===== src/rtl/bounded_deque_with_value_removal_top_macros.svh =====
// assertion macros for the bounded deque block
// no dependencies; the checks compile away when SYNTH is defined
`ifndef BOUNDED_DEQUE_WITH_VALUE_REMOVAL_TOP_MACROS_SVH
`define BOUNDED_DEQUE_WITH_VALUE_REMOVAL_TOP_MACROS_SVH
`ifndef SYNTH
// same-cycle implication
`define BDQ_ASSERT_IMPL(lbl, clk_s, rst_n_s, ante, cons, msg) \
	lbl: assert property (@(posedge clk_s) disable iff (!rst_n_s) (ante) |-> (cons)) \
		else $error(msg);
// next-cycle implication
`define BDQ_ASSERT_NEXT(lbl, clk_s, rst_n_s, ante, cons, msg) \
	lbl: assert property (@(posedge clk_s) disable iff (!rst_n_s) (ante) |=> (cons)) \
		else $error(msg);
`else
`define BDQ_ASSERT_IMPL(lbl, clk_s, rst_n_s, ante, cons, msg)
`define BDQ_ASSERT_NEXT(lbl, clk_s, rst_n_s, ante, cons, msg)
`endif
`endif


===== src/rtl/bdq_pkg.sv =====
// shared types and codes for the bounded deque block
// no dependencies
package bdq_pkg;

	localparam int DATA_W = 32;

	// command codes; code 7 is unused and acts as a no-op
	typedef enum logic [2:0] {
		CMD_PUSH_FRONT = 3'd0,
		CMD_PUSH_BACK  = 3'd1,
		CMD_PEEK_FRONT = 3'd2,
		CMD_PEEK_BACK  = 3'd3,
		CMD_POP_FRONT  = 3'd4,
		CMD_POP_BACK   = 3'd5,
		CMD_REMOVE     = 3'd6
	} cmd_t;

	typedef enum logic [1:0] {
		ST_OK        = 2'd0,
		ST_EMPTY     = 2'd1,
		ST_FULL      = 2'd2,
		ST_NOT_FOUND = 2'd3
	} status_t;

	// sequencer states
	typedef enum logic [4:0] {
		S_IDLE   = 5'b00001,
		S_EXEC   = 5'b00010,
		S_RDWAIT = 5'b00100,
		S_SCAN   = 5'b01000,
		S_SHIFT  = 5'b10000
	} state_t;

endpackage


===== src/rtl/bdq_ram.sv =====
// generic single-write, single-read ram with registered read data
// no dependencies
module bdq_ram #(
	parameter int WIDTH = 32,
	parameter int DEPTH = 16
) (
	input  logic                     clk,
	input  logic                     we,
	input  logic [$clog2(DEPTH)-1:0] waddr,
	input  logic [WIDTH-1:0]         wdata,
	input  logic [$clog2(DEPTH)-1:0] raddr,
	output logic [WIDTH-1:0]         rdata
);

	logic [WIDTH-1:0] mem [DEPTH];

	// write port and registered read port
	always_ff @(posedge clk) begin
		if (we) begin
			mem[waddr] <= wdata;
		end
		rdata <= mem[raddr];
	end

endmodule


===== src/rtl/bounded_deque_with_value_removal_top.sv =====
// bounded deque with remove-by-value, one command word per start, one result word per command
// push, no-op and an empty peek or pop raise the done strobe from S_EXEC, other peeks and pops from S_RDWAIT
// remove does one ram read per cycle: scan, then close the gap
// busy stays high until the strobe cycle; a new word is taken in that cycle already
// results cannot be stalled; reset clears count, front pointer and sequencer, not the ram
// uses bdq_pkg, bdq_ram and the assertion macro header
`include "bounded_deque_with_value_removal_top_macros.svh"
module bounded_deque_with_value_removal_top #(
	parameter int CAPACITY = 16
) (
	input  logic                                clk,
	input  logic                                arst_n,
	input  logic                                start,
	output logic                                busy,
	input  logic [2:0]                          command,
	input  logic signed [bdq_pkg::DATA_W-1:0]   value,
	output logic                                done,
	output logic signed [bdq_pkg::DATA_W-1:0]   out_value,
	output logic [1:0]                          status,
	output logic [$clog2(CAPACITY+1)-1:0]       count,
	output logic                                is_empty
);

	import bdq_pkg::*;

	localparam int IDX_W = $clog2(CAPACITY);
	localparam int CNT_W = $clog2(CAPACITY + 1);
	localparam logic [CNT_W-1:0] CAP_CNT  = CNT_W'(CAPACITY);
	localparam logic [CNT_W:0]   CAP_EXT  = (CNT_W + 1)'(CAPACITY);
	localparam logic [IDX_W-1:0] LAST_IDX = IDX_W'(CAPACITY - 1);

	state_t                      state_q;
	logic [2:0]                  cmd_q;
	logic [DATA_W-1:0]           val_q;
	logic [CNT_W-1:0]            count_q;
	logic [IDX_W-1:0]            front_q;
	logic [CNT_W-1:0]            pos_q;
	logic [IDX_W-1:0]            rd_addr_q;
	logic [IDX_W-1:0]            wr_slot_q;
	logic                        done_q;
	logic [DATA_W-1:0]           out_value_q;
	status_t                     status_q;

	logic [CNT_W-1:0]            pos_next;
	logic [CNT_W-1:0]            pos_inc;
	logic [CNT_W:0]              slot_sum;
	logic [IDX_W-1:0]            rd_addr;
	logic [IDX_W-1:0]            front_dec;
	logic [IDX_W-1:0]            front_inc;
	logic                        full;
	logic                        empty;
	logic                        more;
	logic                        match;
	logic                        we;
	logic [IDX_W-1:0]            waddr;
	logic [DATA_W-1:0]           wdata;
	logic [DATA_W-1:0]           rd_data;

	// status of the store
	assign full      = (count_q == CAP_CNT);
	assign empty     = (count_q == '0);
	assign pos_inc   = pos_q + 1'b1;
	assign more      = (pos_inc < count_q);
	assign match     = (rd_data == val_q);
	assign front_dec = (front_q == '0) ? LAST_IDX : front_q - 1'b1;
	assign front_inc = (front_q == LAST_IDX) ? '0 : front_q + 1'b1;

	// logical position to address this cycle
	always_comb begin
		pos_next = '0;
		unique case (state_q)
			S_EXEC: begin
				unique case (cmd_q)
					CMD_PEEK_BACK, CMD_POP_BACK: pos_next = count_q - 1'b1;
					CMD_PUSH_BACK:               pos_next = count_q;
					default:                     pos_next = '0;
				endcase
			end
			S_SCAN, S_SHIFT: pos_next = pos_inc;
			default:         pos_next = '0;
		endcase
	end

	// shared slot unit: front plus position, wrapped once
	assign slot_sum = (CNT_W + 1)'(front_q) + (CNT_W + 1)'(pos_next);
	always_comb begin
		logic [CNT_W:0] wrapped;
		wrapped = (slot_sum >= CAP_EXT) ? slot_sum - CAP_EXT : slot_sum;
		rd_addr = wrapped[IDX_W-1:0];
	end

	// single ram write port
	always_comb begin
		we    = 1'b0;
		waddr = rd_addr;
		wdata = val_q;
		if (state_q == S_SHIFT) begin
			we    = 1'b1;
			waddr = wr_slot_q;
			wdata = rd_data;
		end else if (state_q == S_EXEC && !full) begin
			if (cmd_q == CMD_PUSH_FRONT) begin
				we    = 1'b1;
				waddr = front_dec;
			end else if (cmd_q == CMD_PUSH_BACK) begin
				we    = 1'b1;
				waddr = rd_addr;
			end
		end
	end

	bdq_ram #(
		.WIDTH (DATA_W),
		.DEPTH (CAPACITY)
	) u_store (
		.clk   (clk),
		.we    (we),
		.waddr (waddr),
		.wdata (wdata),
		.raddr (rd_addr),
		.rdata (rd_data)
	);

	// sequencer and control state
	always_ff @(posedge clk or negedge arst_n) begin
		if (!arst_n) begin
			state_q <= S_IDLE;
			count_q <= '0;
			front_q <= '0;
			done_q  <= 1'b0;
		end else begin
			done_q <= 1'b0;
			unique case (state_q)
				S_IDLE: begin
					if (start) begin
						state_q <= S_EXEC;
					end
				end
				S_EXEC: begin
					unique case (cmd_q)
						CMD_PUSH_FRONT: begin
							if (!full) begin
								front_q <= front_dec;
								count_q <= count_q + 1'b1;
							end
							done_q  <= 1'b1;
							state_q <= S_IDLE;
						end
						CMD_PUSH_BACK: begin
							if (!full) begin
								count_q <= count_q + 1'b1;
							end
							done_q  <= 1'b1;
							state_q <= S_IDLE;
						end
						CMD_PEEK_FRONT, CMD_PEEK_BACK, CMD_POP_FRONT, CMD_POP_BACK: begin
							if (empty) begin
								done_q  <= 1'b1;
								state_q <= S_IDLE;
							end else begin
								state_q <= S_RDWAIT;
							end
						end
						CMD_REMOVE: begin
							if (empty) begin
								done_q  <= 1'b1;
								state_q <= S_IDLE;
							end else begin
								state_q <= S_SCAN;
							end
						end
						default: begin
							done_q  <= 1'b1;
							state_q <= S_IDLE;
						end
					endcase
				end
				S_RDWAIT: begin
					if (cmd_q == CMD_POP_FRONT) begin
						front_q <= front_inc;
						count_q <= count_q - 1'b1;
					end else if (cmd_q == CMD_POP_BACK) begin
						count_q <= count_q - 1'b1;
					end
					done_q  <= 1'b1;
					state_q <= S_IDLE;
				end
				S_SCAN: begin
					if (match && more) begin
						state_q <= S_SHIFT;
					end else if (match) begin
						count_q <= count_q - 1'b1;
						done_q  <= 1'b1;
						state_q <= S_IDLE;
					end else if (!more) begin
						done_q  <= 1'b1;
						state_q <= S_IDLE;
					end
				end
				S_SHIFT: begin
					if (!more) begin
						count_q <= count_q - 1'b1;
						done_q  <= 1'b1;
						state_q <= S_IDLE;
					end
				end
				default: state_q <= S_IDLE;
			endcase
		end
	end

	// command word, scan position and result payload
	always_ff @(posedge clk) begin
		unique case (state_q)
			S_IDLE: begin
				if (start) begin
					cmd_q <= command;
					val_q <= value;
				end
			end
			S_EXEC: begin
				pos_q       <= '0;
				rd_addr_q   <= rd_addr;
				out_value_q <= '0;
				unique case (cmd_q)
					CMD_PUSH_FRONT, CMD_PUSH_BACK: status_q <= full ? ST_FULL : ST_OK;
					CMD_PEEK_FRONT, CMD_PEEK_BACK, CMD_POP_FRONT, CMD_POP_BACK:
						status_q <= empty ? ST_EMPTY : ST_OK;
					CMD_REMOVE: status_q <= ST_NOT_FOUND;
					default:    status_q <= ST_OK;
				endcase
			end
			S_RDWAIT: begin
				out_value_q <= rd_data;
				status_q    <= ST_OK;
			end
			S_SCAN: begin
				if (more) begin
					pos_q     <= pos_inc;
					rd_addr_q <= rd_addr;
				end
				if (match) begin
					wr_slot_q <= rd_addr_q;
					status_q  <= ST_OK;
				end
			end
			S_SHIFT: begin
				if (more) begin
					pos_q     <= pos_inc;
					rd_addr_q <= rd_addr;
					wr_slot_q <= rd_addr_q;
				end
			end
			default: begin
			end
		endcase
	end

	assign busy      = (state_q != S_IDLE);
	assign done      = done_q;
	assign out_value = out_value_q;
	assign status    = status_q;
	assign count     = count_q;
	assign is_empty  = empty;

	// checks
	`BDQ_ASSERT_IMPL(a_done_after_work, clk, arst_n, done_q, $past(state_q) != S_IDLE, "result word without a command in flight")
	`BDQ_ASSERT_NEXT(a_accept_goes_busy, clk, arst_n, start && !busy, busy, "accepted word did not start the sequencer")
	`BDQ_ASSERT_IMPL(a_count_moves_on_done, clk, arst_n, !$stable(count_q), done_q, "count changed outside a result cycle")
	`BDQ_ASSERT_IMPL(a_shift_in_range, clk, arst_n, state_q == S_SHIFT, pos_q < count_q, "gap closing ran past the last entry")

endmodule

===== config.mk =====
export PLATFORM = sky130hd
export DESIGN_NAME = bounded_deque_with_value_removal_top
export DESIGN_NICKNAME = d
export VERILOG_FILES = /design/src/rtl/bdq_pkg.sv /design/src/rtl/bdq_ram.sv /design/src/rtl/bounded_deque_with_value_removal_top.sv
export VERILOG_INCLUDE_DIRS = /design/src /design/src/rtl
export SDC_FILE = /design/constraint.sdc
export NUM_CORES = 1
export LEC_CHECK = 0
export BUFFER_PORTS_ARGS = -buffer_cell sky130_fd_sc_hd__buf_4
export CAP_MARGIN = 20
export CORE_MARGIN = 2
export CORE_UTILIZATION = 40
export CTS_CLUSTER_SIZE = 25
export DETAILED_ROUTE_END_ITERATION = 7
export GPL_TIMING_DRIVEN = 1
export PLACE_DENSITY = 0.53
export SLEW_MARGIN = 0
export SYNTH_ARGS = -nofsm -noshare
export SYNTH_HDL_FRONTEND = slang
export SYNTH_SLANG_ARGS = --single-unit

===== constraint.sdc =====
create_clock -name clk -period 7.6 [get_ports clk]
set_input_delay 0.76 -clock clk [delete_from_list [all_inputs] [get_ports clk]]
set_output_delay 0.76 -clock clk [all_outputs]
set_load 0.02 [all_outputs]

==> impl_results.md <==
* Status: finished clean
* Clock Root Buffer: clkbuf_16
* CTS max path bufs at 3
* Flops & latches, synth at 641
* Wirelength per Cell at 26.2 µm
* Synth unique cells at 59
* Post-Route WL at 59500 µm
* Post-CTS Setup Inserts at 0
* CTS Sinks at 641
* Core area at 0.0619 mm²
* Total number of H-tree levels at 3
* Most common library cells after synthesis: edfxtp_1 (594), mux4_2 (134), nand2_1 (115), clkbuf_1 (45), xnor2_1 (42)
* Slew Limit Fails at 0
* Post-synth EDFFs at 594
* Largest net degree at the start of global routing at 89
* Crit-path max FO at 34
* Startpoint Class: flip-flop
* Die Span X at 255 µm
* Tmin final at 5.27 ns
* Overflow after GRT at 0
* Fin crit share at 69.4%
* Maximum vdd drop at 0.309 mV
* DR vias/cell at 5.40
* Most frequent cell after synthesis: edfxtp_1
* GPL Wtd Cong at 0.815
* DR vias at 12260
* Final Hold Fails at 0
* Worst Clk Skew at 0.0280 ns
* Ports at 80
* Critical Path AT at 5.56 ns
* Synth warn at 0
* Syn Nets at 1303
* Mean Syn Cell Area at 20.1 µm²
* Hold-fix buffers, CTS at 1
* Final core occ at 47.1%
* Place WS at 2.24 ns
* Layout filler cell count at 5187
* # resized after CTS at 0
* Cts bufs inserted at 70
* Async set-reset flop share out of synthesis at 2.34%
* Slew headroom at 27.5%
* End of the critical path: u_store.mem[0][5]
* Worst reg-to-reg setup slack at 2.33 ns
* Buffers on Ports at 79
* Antenna cells at 0
* Synth top area share at 70.9%
* Max-cap viol count at 0
* Reg-to-Reg Start: count[0]
* Post-synthesis sequential area ratio at 75.0%
* Final setup violation count at 0
* Die area at 0.0649 mm²
* Number of global-route vias before repair at 12581
* Reg clk slew, reported paths at 0.06 ns
* Power Dens Cells at 353 mW/mm²
* DPL Wire Length at 33800 µm
* Crit Path Category: reg -> reg
* Antenna-violating nets left at 0
* First-pass GRT wire length at 87400 µm
* TritonRoute pass-1 iters at 7
* Register-to-Register Path Depth at 13
* CTS tree: yes
* DRC Markers at 0
* Lkg Pwr at 9.53 nW
* Syn-to-layout area delta at 16.1%
* Antenna violations before repair at 1
* Worst setup margin at 2.33 ns
* Initial core utilization at 40.6%
* DRT iter0 DRCs at 1098
* Gate count after technology mapping at 1248
* Total GRT Usage at 18.9%
* Post-synth top area cell: edfxtp_1
* HP Class: in -> reg
* DIE HEIGHT at 255 µm
* Setup repair after global routing missed its margin: false
* Crit end category: flip-flop
* Nets at 1430
* Fmax achieved at 0.190 GHz
* Reg-to-reg endpoint: u_store.mem[0][5]
* Least-Margin Pin Slew at 1.08 ns
* Skew-Pair Late Insertion Delay at 0.62 ns
* Setup Total Neg Slack at 0 ns
* CP required at 7.89 ns
* Syn Std Cell Area at 0.0251 mm²
* Ys flop type: edfxtp_1
* Layout cell share with drive strength beyond 1 at 26.5%
* Setup crit start: count[0]
* Synth area leaders: edfxtp_1 (71%), mux4_2 (12%), mux4_1 (2.7%)
* Std-Cell Rows at 91
[where the power goes]
group	total, W	internal (W)	switching, W
sequential	0.00446	0.00424	0.000223
clock	0.00324	0.00188	0.00137
combinational	0.00261	0.00119	0.00142
[stage by stage]
| stage | hold WS, ns | std cells | power, W | area [µm²] |
|---|---|---|---|---|
| floorplan | 0.400 | 1248 | 0.00628 | 25100 |
| global placement | 0.406 | 2139 | 0.00719 | 27000 |
| detailed placement | 0.405 | 2139 | 0.00720 | 27000 |
| CTS | 0.282 | 2270 | 0.0105 | 29200 |
| global route | 0.289 | 2270 | 0.0108 | 29200 |
| finish | 0.321 | 2270 | 0.0103 | 29200 |
[kinds of logic (layout without fill, tap and decap cells)]
family | after synthesis | in the layout | synth area share [%]
AOI/OAI and AO/OA | 62 | 62 | 1.58
xor gates and xnor gates | 46 | 46 | 1.63
adders and majority gates | 17 | 17 | 0.876
buffers and inverters | 69 | 254 | 1.13
DFF | 641 | 641 | 75.0
muxes | 170 | 170 | 15.1
and+or+nand+nor | 243 | 243 | 4.65
[cell type report]
class | instances | area, µm² | share of cell area, %
inverter | 14 | 52.6 | 0.180
clock buffer | 106 | 1970 | 6.75
sequential | 641 | 18900 | 64.6
tap | 837 | 1050 | 3.59
timing repair buffer | 110 | 841 | 2.88
multi-input combinational | 538 | 6180 | 21.2
clock inverter | 24 | 238 | 0.815
[how the worst min path moves through the flow]
stage	startpoint	endpoint	slack [ns]	cells after the start
3_3_place_gp	rd_addr_q[2]	wr_slot_q[2]	0.41	0
3_5_place_dp	rd_addr_q[3]	wr_slot_q[3]	0.40	0
4_1_cts	value[11]	val_q[11]	0.28	1
5_1_grt	value[11]	val_q[11]	0.29	1
2_1_floorplan	rd_addr_q[0]	wr_slot_q[0]	0.40	0
6_report	value[27]	val_q[27]	0.32	1
[layer usage]
layer,vias up,wire [µm],track usage (%)
met5,-,0,0
met4,0,1430,5.46
met3,90,2940,3.38
met2,340,28600,29.9
met1,6513,26500,27.1
li1,5317,-,-
[worst max-delay path: stages (launching register included)]
cell and delay, ns:
dfrtp_1 0.52, inv_1 0.14, ha_1 0.35, a211oi_1 0.08, a21oi_1 0.16, o21bai_1 0.13, fa_4 0.49, xor2_4 0.20
buf_4 0.37, mux2_2 0.39, mux2i_1 0.67, nand2b_1 0.29, nor2_4 0.74, buf_4 0.39
[layout by cell type (no fill, tap or decap), types with 3 or more instances in the layout]
cell,instances
edfxtp_1,594
mux4_2,134
nand2_1,114
buf_4,108
clkbuf_16,71
xnor2_1,42
and2_1,38
dfxtp_1,32
clkbuf_1,29
mux4_1,26
nor2_1,19
o21ai_0,17
a21oi_1,15
ha_1,15
inv_1,14
dfrtp_1,14
clkinv_2,12
nand4_1,10
nor2_4,10
nor3_2,8
nor3_1,7
nand3_1,6
mux2i_1,6
clkbuf_8,6
nand2b_1,4
o211ai_1,4
mux2_2,4
a211oi_1,3
or3_1,3
or2_2,3
a31oi_1,3
nor4_1,3
inv_6,3
[flip-flops by register name (all words and copies together), names as in the netlist]
signal and cells:
u_store.mem 512, out_value 32, u_store.rdata 32, val_q 32, count 5, pos_q 5
state_q 5, front_q 4, rd_addr_q 4, wr_slot_q 4, cmd_q 3, status 2
done 1
(Power assumes the default switching activity.)
